$ cat src/ncbm_pkg.sv
// Shared types and constants for the cartridge bank mapper with cycle IRQ.
`timescale 1ns / 1ps
`default_nettype none

package ncbm_pkg;

  localparam int unsigned PRG_BANKS_8K_DEFAULT = 64;
  localparam int unsigned CHR_BANKS_1K_DEFAULT = 256;

  typedef enum logic [1:0] {
    ACT_WRITE     = 2'd0,
    ACT_TICK      = 2'd1,
    ACT_CPU_XLATE = 2'd2,
    ACT_PPU_XLATE = 2'd3
  } action_e;

  typedef enum logic [1:0] {
    REGION_NONE = 2'd0,
    REGION_PRG  = 2'd1,
    REGION_SRAM = 2'd2,
    REGION_CHR  = 2'd3
  } region_e;

  // Register window 0x7EF0-0x7EFF: upper twelve address bits, then offsets.
  localparam logic [11:0] REG_WINDOW     = 12'h7EF;
  localparam logic [3:0]  REG_CHR_FIRST  = 4'd0;
  localparam logic [3:0]  REG_CHR_LAST   = 4'd5;
  localparam logic [3:0]  REG_CTRL       = 4'd6;
  localparam logic [3:0]  REG_KEY_FIRST  = 4'd7;
  localparam logic [3:0]  REG_KEY_LAST   = 4'd9;
  localparam logic [3:0]  REG_PRG_FIRST  = 4'd10;
  localparam logic [3:0]  REG_PRG_LAST   = 4'd12;
  localparam logic [3:0]  REG_IRQ_LATCH  = 4'd13;
  localparam logic [3:0]  REG_IRQ_CTRL   = 4'd14;
  localparam logic [3:0]  REG_IRQ_RELOAD = 4'd15;

  localparam logic [7:0] SRAM_KEY0 = 8'hCA;
  localparam logic [7:0] SRAM_KEY1 = 8'h69;
  localparam logic [7:0] SRAM_KEY2 = 8'h84;

  localparam logic [7:0] PRG_FIXED_BANK = 8'hFF;

  // Control byte bits
  localparam int unsigned CTRL_MIRROR_BIT   = 0;
  localparam int unsigned CTRL_CHR_SWAP_BIT = 1;

  // IRQ control bits
  localparam int unsigned IRQ_COUNT_BIT  = 0;
  localparam int unsigned IRQ_ENABLE_BIT = 1;
  localparam int unsigned IRQ_HOLD_BIT   = 2;

  localparam logic [12:0] IRQ_RELOAD_ZERO_LATCH = 13'd1;
  localparam logic [12:0] IRQ_TICK_ZERO_LATCH   = 13'd17;

  typedef struct packed {
    logic [2:0][7:0] prg;
    logic [5:0][7:0] chr;
    logic [7:0]      ctrl;
    logic [2:0][7:0] key;
  } bank_state_t;

  localparam bank_state_t BANK_STATE_RESET = '{
    prg:  {8'hFE, 8'h01, 8'h00},
    chr:  '0,
    ctrl: 8'h00,
    key:  '0
  };

  typedef struct packed {
    region_e     region;
    logic [18:0] phys_addr;
    logic        access_enabled;
  } xlate_res_t;

endpackage

`default_nettype wire

$ cat src/ncbm_xlate.sv
// CPU and PPU address translation onto PRG ROM, save RAM and CHR.
`timescale 1ns / 1ps
`default_nettype none

module ncbm_xlate import ncbm_pkg::*; #(
  parameter int unsigned PRG_BANKS_8K = PRG_BANKS_8K_DEFAULT,
  parameter int unsigned CHR_BANKS_1K = CHR_BANKS_1K_DEFAULT
) (
  input  action_e     action_i,
  input  logic [15:0] address_i,
  input  bank_state_t bank_i,
  input  logic        prg_rev_i,
  output xlate_res_t  res_o
);

  localparam int unsigned CHR_BANKS_2K = CHR_BANKS_1K / 2;

  // Bank wrap tables, filled at elaboration
  logic [5:0] prg_wrap [256];
  logic [6:0] chr2_wrap [128];
  logic [7:0] chr1_wrap [256];

  for (genvar i = 0; i < 256; i++) begin : g_wrap8
    assign prg_wrap[i]  = 6'(i % PRG_BANKS_8K);
    assign chr1_wrap[i] = 8'(i % CHR_BANKS_1K);
  end
  for (genvar i = 0; i < 128; i++) begin : g_wrap7
    assign chr2_wrap[i] = 7'(i % CHR_BANKS_2K);
  end

  logic [1:0]  prg_win;
  logic [7:0]  prg_raw;
  logic [7:0]  prg_idx;
  logic [5:0]  prg_bank;
  logic [12:0] ppu_a;
  logic [7:0]  chr_lo_reg;
  logic [7:0]  chr_hi_reg;
  logic [6:0]  chr_lo_bank;
  logic [7:0]  chr_hi_bank;

  always_comb begin
    prg_win = address_i[14:13];
    prg_raw = (prg_win == 2'd3) ? 8'h00 : bank_i.prg[prg_win];
    if (prg_win == 2'd3) begin
      prg_idx = PRG_FIXED_BANK;
    end else if (prg_rev_i) begin
      prg_idx = {2'b00, prg_raw[0], prg_raw[1], prg_raw[2],
                 prg_raw[3], prg_raw[4], prg_raw[5]};
    end else begin
      prg_idx = {2'b00, prg_raw[7:2]};
    end
    prg_bank = prg_wrap[prg_idx];
  end

  // CHR half swap flips A12 before the bank lookup
  always_comb begin
    ppu_a       = address_i[12:0] ^ {bank_i.ctrl[CTRL_CHR_SWAP_BIT], 12'h000};
    chr_lo_reg  = bank_i.chr[{2'b00, ppu_a[11]}];
    chr_hi_reg  = bank_i.chr[3'd2 + {1'b0, ppu_a[11:10]}];
    chr_lo_bank = chr2_wrap[chr_lo_reg[7:1]];
    chr_hi_bank = chr1_wrap[chr_hi_reg];
  end

  always_comb begin
    res_o = '{region: REGION_NONE, phys_addr: '0, access_enabled: 1'b0};
    case (action_i)
      ACT_CPU_XLATE: begin
        if (address_i[15]) begin
          res_o.region         = REGION_PRG;
          res_o.phys_addr      = {prg_bank, address_i[12:0]};
          res_o.access_enabled = 1'b1;
        end else if (address_i[15:11] == 5'b01100) begin
          res_o.region         = REGION_SRAM;
          res_o.phys_addr      = 19'(address_i[10:0]);
          res_o.access_enabled = (bank_i.key[0] == SRAM_KEY0);
        end else if (address_i[15:11] == 5'b01101) begin
          res_o.region         = REGION_SRAM;
          res_o.phys_addr      = 19'({1'b1, address_i[10:0]});
          res_o.access_enabled = (bank_i.key[1] == SRAM_KEY1);
        end else if (address_i[15:10] == 6'b011100) begin
          res_o.region         = REGION_SRAM;
          res_o.phys_addr      = 19'({3'b100, address_i[9:0]});
          res_o.access_enabled = (bank_i.key[2] == SRAM_KEY2);
        end
      end
      ACT_PPU_XLATE: begin
        if (address_i[15:13] == 3'b000) begin
          res_o.region         = REGION_CHR;
          res_o.access_enabled = 1'b1;
          if (!ppu_a[12]) begin
            res_o.phys_addr = 19'({chr_lo_bank, ppu_a[10:0]});
          end else begin
            res_o.phys_addr = 19'({chr_hi_bank, ppu_a[9:0]});
          end
        end
      end
      default: begin
      end
    endcase
  end

endmodule

`default_nettype wire

$ cat src/nes_cartridge_bank_mapper_irq.sv
// Top level: register file, IRQ counter and registered result stage.
//
//  channel | signals                           | direction | moves
//  --------+-----------------------------------+-----------+---------------------------
//  in      | in_valid_i, in_stall_o            | in        | action, address, data
//  out     | out_valid_o, out_stall_i          | out       | irq, mirroring, translation
//  cfg     | cfg_valid_i, cfg_ready_o          | in        | PRG bit-reversal select
//
// One request per cycle while in_stall_o is low; its result appears on the output register
// in the cycle after it is taken. Register updates, the IRQ counter step and the translation
// lookup all sit in the single stage ahead of that register.
// Reset (rst_ni low, asynchronous) restores the power-up bank values and empties the
// output register. A request is taken while the output register is empty or being
// drained; the input stalls only when a held result is itself stalled.

`timescale 1ns / 1ps
`default_nettype none

module nes_cartridge_bank_mapper_irq import ncbm_pkg::*; #(
  parameter int unsigned PRG_BANKS_8K = PRG_BANKS_8K_DEFAULT,
  parameter int unsigned CHR_BANKS_1K = CHR_BANKS_1K_DEFAULT
) (
  input  logic        clk_i,
  input  logic        rst_ni,

  input  logic        cfg_valid_i,
  output logic        cfg_ready_o,
  input  logic        cfg_data_i,

  input  logic        in_valid_i,
  output logic        in_stall_o,
  input  logic [1:0]  action_i,
  input  logic [15:0] address_i,
  input  logic [7:0]  data_i,

  output logic        out_valid_o,
  input  logic        out_stall_i,
  output logic        irq_line_o,
  output logic        mirroring_vertical_o,
  output logic [1:0]  region_o,
  output logic [18:0] phys_addr_o,
  output logic        access_enabled_o
);

  logic        prg_rev_q;
  bank_state_t bank_q, bank_d;
  logic [7:0]  irq_latch_q, irq_latch_d;
  logic [7:0]  irq_ctrl_q, irq_ctrl_d;
  logic [12:0] irq_cnt_q, irq_cnt_d;
  logic        irq_q, irq_d;

  logic        out_valid_q;
  logic        res_irq_q;
  logic        res_mirror_q;
  xlate_res_t  res_xl_q;
  xlate_res_t  xl;

  action_e     act;
  logic        accept;
  logic        reg_hit;
  logic [3:0]  reg_idx;
  logic [8:0]  latch_p1;
  logic [8:0]  latch_p2;

  assign act         = action_e'(action_i);
  assign cfg_ready_o = 1'b1;
  assign in_stall_o  = out_valid_q & out_stall_i;
  assign accept      = in_valid_i & ~in_stall_o;

  assign reg_hit  = (act == ACT_WRITE) && (address_i[15:4] == REG_WINDOW);
  assign reg_idx  = address_i[3:0];
  assign latch_p1 = {1'b0, irq_latch_q} + 9'd1;
  assign latch_p2 = {1'b0, irq_latch_q} + 9'd2;

  always_comb begin
    bank_d      = bank_q;
    irq_latch_d = irq_latch_q;
    irq_ctrl_d  = irq_ctrl_q;
    irq_cnt_d   = irq_cnt_q;
    irq_d       = irq_q;
    if (reg_hit) begin
      case (reg_idx) inside
        [REG_CHR_FIRST:REG_CHR_LAST]: bank_d.chr[3'(reg_idx - REG_CHR_FIRST)] = data_i;
        REG_CTRL:                     bank_d.ctrl = data_i;
        [REG_KEY_FIRST:REG_KEY_LAST]: bank_d.key[2'(reg_idx - REG_KEY_FIRST)] = data_i;
        [REG_PRG_FIRST:REG_PRG_LAST]: bank_d.prg[2'(reg_idx - REG_PRG_FIRST)] = data_i;
        REG_IRQ_LATCH:                irq_latch_d = data_i;
        REG_IRQ_CTRL:                 irq_ctrl_d = data_i;
        REG_IRQ_RELOAD: begin
          irq_cnt_d = (irq_latch_q != 8'h00) ? {latch_p1, 4'h0} : IRQ_RELOAD_ZERO_LATCH;
          irq_d     = 1'b0;
        end
        default: begin
        end
      endcase
    end else if (act == ACT_TICK) begin
      if (irq_ctrl_q[IRQ_COUNT_BIT] && !irq_ctrl_q[IRQ_HOLD_BIT]) begin
        // count down, sticks at zero
        irq_cnt_d = (irq_cnt_q != 13'd0) ? irq_cnt_q - 13'd1 : 13'd0;
      end else begin
        irq_cnt_d = (irq_latch_q != 8'h00) ? {latch_p2, 4'h0} : IRQ_TICK_ZERO_LATCH;
      end
      irq_d = irq_ctrl_q[IRQ_ENABLE_BIT] && (irq_cnt_d == 13'd0);
    end
  end

  ncbm_xlate #(
    .PRG_BANKS_8K (PRG_BANKS_8K),
    .CHR_BANKS_1K (CHR_BANKS_1K)
  ) u_xlate (
    .action_i  (act),
    .address_i (address_i),
    .bank_i    (bank_q),
    .prg_rev_i (prg_rev_q),
    .res_o     (xl)
  );

  always_ff @(posedge clk_i or negedge rst_ni) begin
    if (!rst_ni) begin
      prg_rev_q   <= 1'b0;
      bank_q      <= BANK_STATE_RESET;
      irq_latch_q <= '0;
      irq_ctrl_q  <= '0;
      irq_cnt_q   <= '0;
      irq_q       <= 1'b0;
      out_valid_q <= 1'b0;
    end else begin
      if (cfg_valid_i && cfg_ready_o) begin
        prg_rev_q <= cfg_data_i;
      end
      if (accept) begin
        bank_q      <= bank_d;
        irq_latch_q <= irq_latch_d;
        irq_ctrl_q  <= irq_ctrl_d;
        irq_cnt_q   <= irq_cnt_d;
        irq_q       <= irq_d;
        out_valid_q <= 1'b1;
      end else if (!out_stall_i) begin
        out_valid_q <= 1'b0;
      end
    end
  end

  // result payload, loaded only with a request
  always_ff @(posedge clk_i) begin
    if (accept) begin
      res_irq_q    <= irq_d;
      res_mirror_q <= bank_d.ctrl[CTRL_MIRROR_BIT];
      res_xl_q     <= xl;
    end
  end

  assign out_valid_o          = out_valid_q;
  assign irq_line_o           = res_irq_q;
  assign mirroring_vertical_o = res_mirror_q;
  assign region_o             = res_xl_q.region;
  assign phys_addr_o          = res_xl_q.phys_addr;
  assign access_enabled_o     = res_xl_q.access_enabled;

endmodule

`default_nettype wire
$ cat config.mk
export PLATFORM = sky130hd
export DESIGN_NAME = nes_cartridge_bank_mapper_irq
export DESIGN_NICKNAME = d
export VERILOG_FILES = /design/src/ncbm_pkg.sv /design/src/ncbm_xlate.sv /design/src/nes_cartridge_bank_mapper_irq.sv
export SDC_FILE = /design/constraint.sdc
export NUM_CORES = 1
export LEC_CHECK = 0
export BUFFER_PORTS_ARGS = -buffer_cell sky130_fd_sc_hd__buf_4
export CAP_MARGIN = 10
export CORE_AREA = 4 4 126 128
export DETAILED_ROUTE_END_ITERATION = 6
export DIE_AREA = 0 0 130 132
export PLACE_DENSITY = 0.8
export SLEW_MARGIN = 10
export SYNTH_ARGS = -nofsm -noshare
export SYNTH_HDL_FRONTEND = slang
export SYNTH_SLANG_ARGS = --single-unit
$ cat constraint.sdc
create_clock -name clk_i -period 4.01 [get_ports clk_i]
set_clock_uncertainty 0.15 [all_clocks]
set_input_delay 0.2005 -clock clk_i [delete_from_list [all_inputs] [get_ports clk_i]]
set_output_delay 0.2005 -clock clk_i [all_outputs]
set_load 0.02 [all_outputs]
; ---- Word level (Yosys, flattened, before mapping)
; Memories as Yosys holds them, arrays and structs flattened.
; Cells that the tools add are included.
[word_totals]
register_bits = 149
latchBits = 0
ramBits = 0
romBits = 4480
inputBits = 32
output_inout_bits = 27
mem_count = 3
[op_classes]
n_addsub = 6
n_mul = 0
div = 0
magnitude_cmp = 18
eq_ne = 23
n_shift = 0
mux = 62
bitwise_logic = 12
n_reduce_logical = 23
[mem_list]
columns = name, depth, word_bits, rd, rd_clocked_by_memory_dff, wr, line_no
row1 = (no name shown), 256, 8, 1, 0, 0, ncbm_xlate.sv:61  ; chr_hi_bank = chr1_wrap[chr_hi_reg];
row2 = (no name shown), 256, 6, 1, 0, 0, ncbm_xlate.sv:52  ; prg_bank = prg_wrap[prg_idx];
row3 = (no name shown), 128, 7, 1, 0, 0, ncbm_xlate.sv:60  ; chr_lo_bank = chr2_wrap[chr_lo_reg[7:1]];
[op_table]
columns = cell, count
row1 = two-way mux 13 bit, 15
row2 = two-way mux 22 bit, 5
row3 = two-way mux 8 bit, 10
row4 = two-way mux 24 bit, 3
row5 = bitwise mux 24 bit, 2
row6 = bitwise mux 48 bit, 1
row7 = one-hot mux 22 bit (2 select lines), 1
row8 = demux 8 bit (select 2 bit), 2
row9 = two-way mux 25 bit, 1
row10 = binary-select mux 8 bit (select 3 bit), 1
row11 = demux 8 bit (select 3 bit), 1
row12 = >= comparator 9 bit (second input constant), 2
row13 = two-way mux 18 bit, 1
row14 = two-way mux 6 bit, 3
row15 = inverter 8 -> 9 bit, 2
row16 = binary-select mux 8 bit (select 2 bit), 1
row17 = == test 8 bit (second input constant), 2
row18 = two-way mux 7 bit, 2
row19 = logical NOT 13 bit, 1
row20 = two-way mux 1 bit, 13
row21 = nonzero test 13 bit, 1
row22 = subtractor 13 x 1 -> 13 bit (second input constant), 1
row23 = bitwise XOR 13 bit, 1
row24 = == test 12 x 11 -> 1 bit (second input constant), 1
row25 = other kinds (40), 71

; ---- Logic depth before layout (Yosys ltp)
[logic_depth]
word_depth = 11
depth_mapped = 9

; ---- Modules after synthesis
; From an unflattened synthesis, not the netlist that was laid out.
[unflattened]
cells_unflattened = 634
hier_area_um2 = 7770.0
[modules_own_cells]
columns = mod, n_inst, cells_each, area_per_inst_um2
row1 = nes_cartridge_bank_mapper_irq, 1, 498, 6698.9
row2 = ncbm_xlate, 1, 136, 1071.0

; ---- Least setup slack after synthesis
; No wires, ideal clock.
[synth_timing]
path_kind = register -> register
from = reg out_valid_q, in the netlist out_valid_o
to = reg irq_latch_q[0]
setup_time_ns = 0.125
arrival_time_ns = 2.659
required_time_ns = 3.735
setup_slack_ns = 1.076
stages_incl_launch_ff = 9
n_path_buf = 2
cell_sequence = dfrtp_1 nand2_1 and2_1 clkbuf_1 nand2_4 nor3b_2 nor2b_1 buf_2 mux2_2
[synth_between]
elab_chain_cells = 4
[synth_rtl]
columns = item, line_no
row1 = "start, declared", nes_cartridge_bank_mapper_irq.sv:52  ; logic out_valid_q;
row2 = "start signal, assigned", nes_cartridge_bank_mapper_irq.sv:126  ; out_valid_q <= 1'b0;
row3 = "start signal, assigned", nes_cartridge_bank_mapper_irq.sv:137  ; out_valid_q <= 1'b1;
row4 = "start signal, assigned", nes_cartridge_bank_mapper_irq.sv:139  ; out_valid_q <= 1'b0;
row5 = bitwise AND 1 bit, nes_cartridge_bank_mapper_irq.sv:67  ; assign in_stall_o = out_valid_q & out_stall_i;
row6 = inverter 1 bit, nes_cartridge_bank_mapper_irq.sv:68  ; assign accept = in_valid_i & ~in_stall_o;
row7 = bitwise AND 1 bit, nes_cartridge_bank_mapper_irq.sv:68
row8 = named net accept, nes_cartridge_bank_mapper_irq.sv:59  ; logic accept;
row9 = AND reduction 7 bit (no line), --
row10 = "end signal, assigned", nes_cartridge_bank_mapper_irq.sv:133  ; irq_latch_q <= irq_latch_d;
row11 = "end, declared", nes_cartridge_bank_mapper_irq.sv:47  ; logic [7:0] irq_latch_q, irq_latch_d;
; The timed path passes the listed nets, and every way through them passes these cells.
; A chain may end at the register's enable or synchronous reset.

; ---- Final worst setup path
[layout_timing]
from = in address_i[15]
to = reg irq_latch_q[2]
[layout_between]
elab_chain_cells = 3
[layout_rtl]
columns = item, line_no
row1 = "start, declared", nes_cartridge_bank_mapper_irq.sv:33  ; input logic [15:0] address_i,
row2 = == test 12 x 11 -> 1 bit, nes_cartridge_bank_mapper_irq.sv:70  ; assign reg_hit = (act == ACT_WRITE) && (address_i[15:4] == REG_WINDOW);
row3 = logical AND 1 bit, nes_cartridge_bank_mapper_irq.sv:70
row4 = AND reduction 7 bit (no line), --
; Every way passes these cells.

==> results.tsv <==
metric	value	unit
ys_top_cells_by_count	dfrtp_1 (115), mux2_2 (99), nand2_1 (32)	
via_count	5106	
finalHoldViolCount	0	
firstDrtPassIters	5	
dp_slack	1090	ps
htreeDepth	4	
finalPower	3.31	mW
grt_max_degree	80	
rows	45	
ys.flop_type	dfrtp_1	
crit_path_max_fanout	18	
dpl.hpwl	11900	µm
relSlewSlack	29.1	%
async_flop_share	83.7	%
port_buffers	57	
synth_area	0.00729	mm²
grt_use_met1	26.1	%
io_pins	59	
layout.nets	691	
root_buffer	clkbuf_16	
seqCellArea	0.00381	mm²
p_per_area	385	mW/mm²
synth_top_area_share	39.5	%
status	complete, no violations	
drtIter0Drc	337	
rrSetupSlack	1230	ps
cts_sinks	147	
placed_cell_area	0.00785	mm²
synth.distinct_cells	63	
core	0.0149	mm²
worst_hold_path_type	input pin to flip-flop	
crit_path_frequent_cell	buf_4	
maxCapViolations	0	
end_kind	flip-flop	
cp_cell_sequence	dlygate4sd3_1, buf_4, nand4b_2, nor4_4, buf_4, nand2_4, nor3b_2, nor2b_1, mux2_2	
critical_path_class	input pin to flip-flop	
use_met3	5.19	%
grt.overflow.total	0	
multi_input_area	0.00332	mm²
clkLatencyLatePin	420	ps
p_leak	3.95	nW
synth_top_cell_by_area	dfrtp_1	
synthCells	588	
grt_usage	20.8	%
crit_required	4160	ps
synthTopCellsByArea	dfrtp_1 (39%), mux2_2 (15%), edfxtp_1 (9.9%)	
synth_fp_nets	625	
cts_buffers	17	
avgRoutedWirePerCell	19.8	µm
setup_tns	0	ps
slew_violations	0	
drc	0	
crit_family	simple AND/OR/NAND/NOR gates	
cp_slowest_cell	nor2b_1	
crit_path_max_incr_delay	610	ps
start_kind	input pin	
finalCritPeriodShare	74.2	%
fmax	336	MHz
grt_pass1_vias	5316	
drt_wl_total	16900	µm
cts_buffer_depth	2	
syn_area_per_cell	12.4	µm²
area_growth_syn_to_layout	18.1	%
report.final.setup_viol	0	
tightest_slew	1060	ps
drive_gt1_share	33.1	%
routabilityCongestion	0.889	
synth_edf_count	24	
n_antenna_cell	0	
cts_tree	yes	
antenna_found_initial	0	
postRouteAntennaNets	0	
ys_ff_latch	147	
synth_most_common_cell	dfrtp_1	
stdcell_area	0.00861	mm²
die_w	130	µm
initial_core_util	49.0	%
cp.arrival	3130	ps
nFillCells	1165	
chipHeight	132	µm
clkTransAtPathRegs	60	ps
grt_use_met2	34.4	%
grt_pass1_wl	27600	µm
die-area	0.0172	mm²
postCtsResizedCells	0	
ir_drop	0.000293	V
rsz0062_at_grt	no	
layout_min_cycle_time	2980	ps
yosysWarnings	0	
busiest_layer	met2	
ys_seq_area_share	52.2	%
finalWorstSetupSlack	1030	ps
critical_path_buf_inv_count	3	
viasPerCell	5.97	
[metal layers]
metal	vias up	share of wire [%]
li1	2304	-
met1	2630	41
met2	143	52
met3	29	4.8
met4	0	2.3
met5	-	0
[placed cells by master, fill, tap and decap left out, types with 4 or more instances in the layout]
cell           Yosys  final
nand3b_1           4      4
mux2_2            99     99
buf_4              2     61
dlygate4sd3_1      0     18
nand2_1           32     32
dfstp_2            8      8
clkbuf_16          0     18
a21oi_1           25     25
nor4b_1            5      5
o31ai_1            4      4
inv_1              8      8
xnor2_1            9      9
nand2b_1           8      8
mux2_1            16     16
dfrtp_1          115    115
edfxtp_1          24     24
ha_1               5      5
nor2_1            29     29
mux2i_1           24     24
and2_1            11     11
nor3_1            10     10
mux4_2             7      7
nand4_1            6      6
o22ai_1            7      7
o21ai_0           19     19
xor2_1             8      8
nand3_1           10     10
nor2b_1            7      7
[worst reg2reg max path, stage by stage, from the launching register on]
cell	delay, ps
dfrtp_1	410
inv_1	130
ha_1	180
or4b_2	640
nor4_1	330
a211oi_1	120
a221oi_1	340
nand3_1	110
o21ai_0	200
[power by group]
part,switching [mW],leakage (nW),internal (mW),total (mW)
combinational,0.141,1.76,0.0816,0.223
clock,0.640,0.279,0.894,1.53
sequential,0.0160,1.91,1.54,1.55
total,0.797,3.95,2.51,3.31
[logic make-up (layout without fill, tap and decap cells)]
| kind of cell | Yosys count | count (layout) | synth area share, % |
|---|---|---|---|
| flops | 147 | 147 | 52.2 |
| buf+inv | 40 | 119 | 2.20 |
| other cells | 1 | 1 | 0.0514 |
| simple gates | 156 | 156 | 13.0 |
| mux | 146 | 146 | 23.2 |
| xor+xnor | 17 | 17 | 2.04 |
| fa+ha+maj | 5 | 5 | 0.858 |
| compound gates | 76 | 76 | 6.40 |
[layout make-up]
type                            count  share of cell area [%]
Sequential cell                   147                    44.2
Inverter                            8                   0.349
Multi-Input combinational cell    401                    38.6
Tap cell                          188                    2.73
Clock buffer                       18                    5.23
Clock inverter                     14                    1.47
Timing Repair Buffer               79                    7.41
[registers in the layout (all words and copies together) (netlist names)]
signal                flops
access_enabled_o          1
bank_q                   96
irq_cnt_q                13
irq_ctrl_q                3
irq_latch_q               8
irq_line_o                1
irq_q                     1
mirroring_vertical_o      1
out_valid_o               1
phys_addr_o              19
prg_rev_q                 1
region_o                  2
[through the flow]
stage | hold slack (ps) | util [%] | instances
floorplan | -245 | - | 588
global placement | 239 | 52.8 | 805
detailed placement | 255 | 52.8 | 805
CTS | 0.569 | 57.9 | 855
global route | 3.17 | 57.9 | 855
finish | 17.1 | 57.9 | 855
[final timing paths]
path | start | endpoint | cells past startpoint
max | address_i[15] | irq_latch_q[2] | 9
min | address_i[3] | phys_addr_o[3] | 2
max reg2reg | irq_cnt_q[0] | irq_line_o | 8
min reg2reg | bank_q[55] | bank_q[55] | 1
max in group asynchronous | rst_ni | bank_q[103] | 3
min in group asynchronous | rst_ni | out_valid_o | 2
[timing repair]
action	CTS	global route
endpoints found under the hold margin	90	0
buffers inserted	0	0
hold buffers	18	0
(Power assumes the default switching activity.)
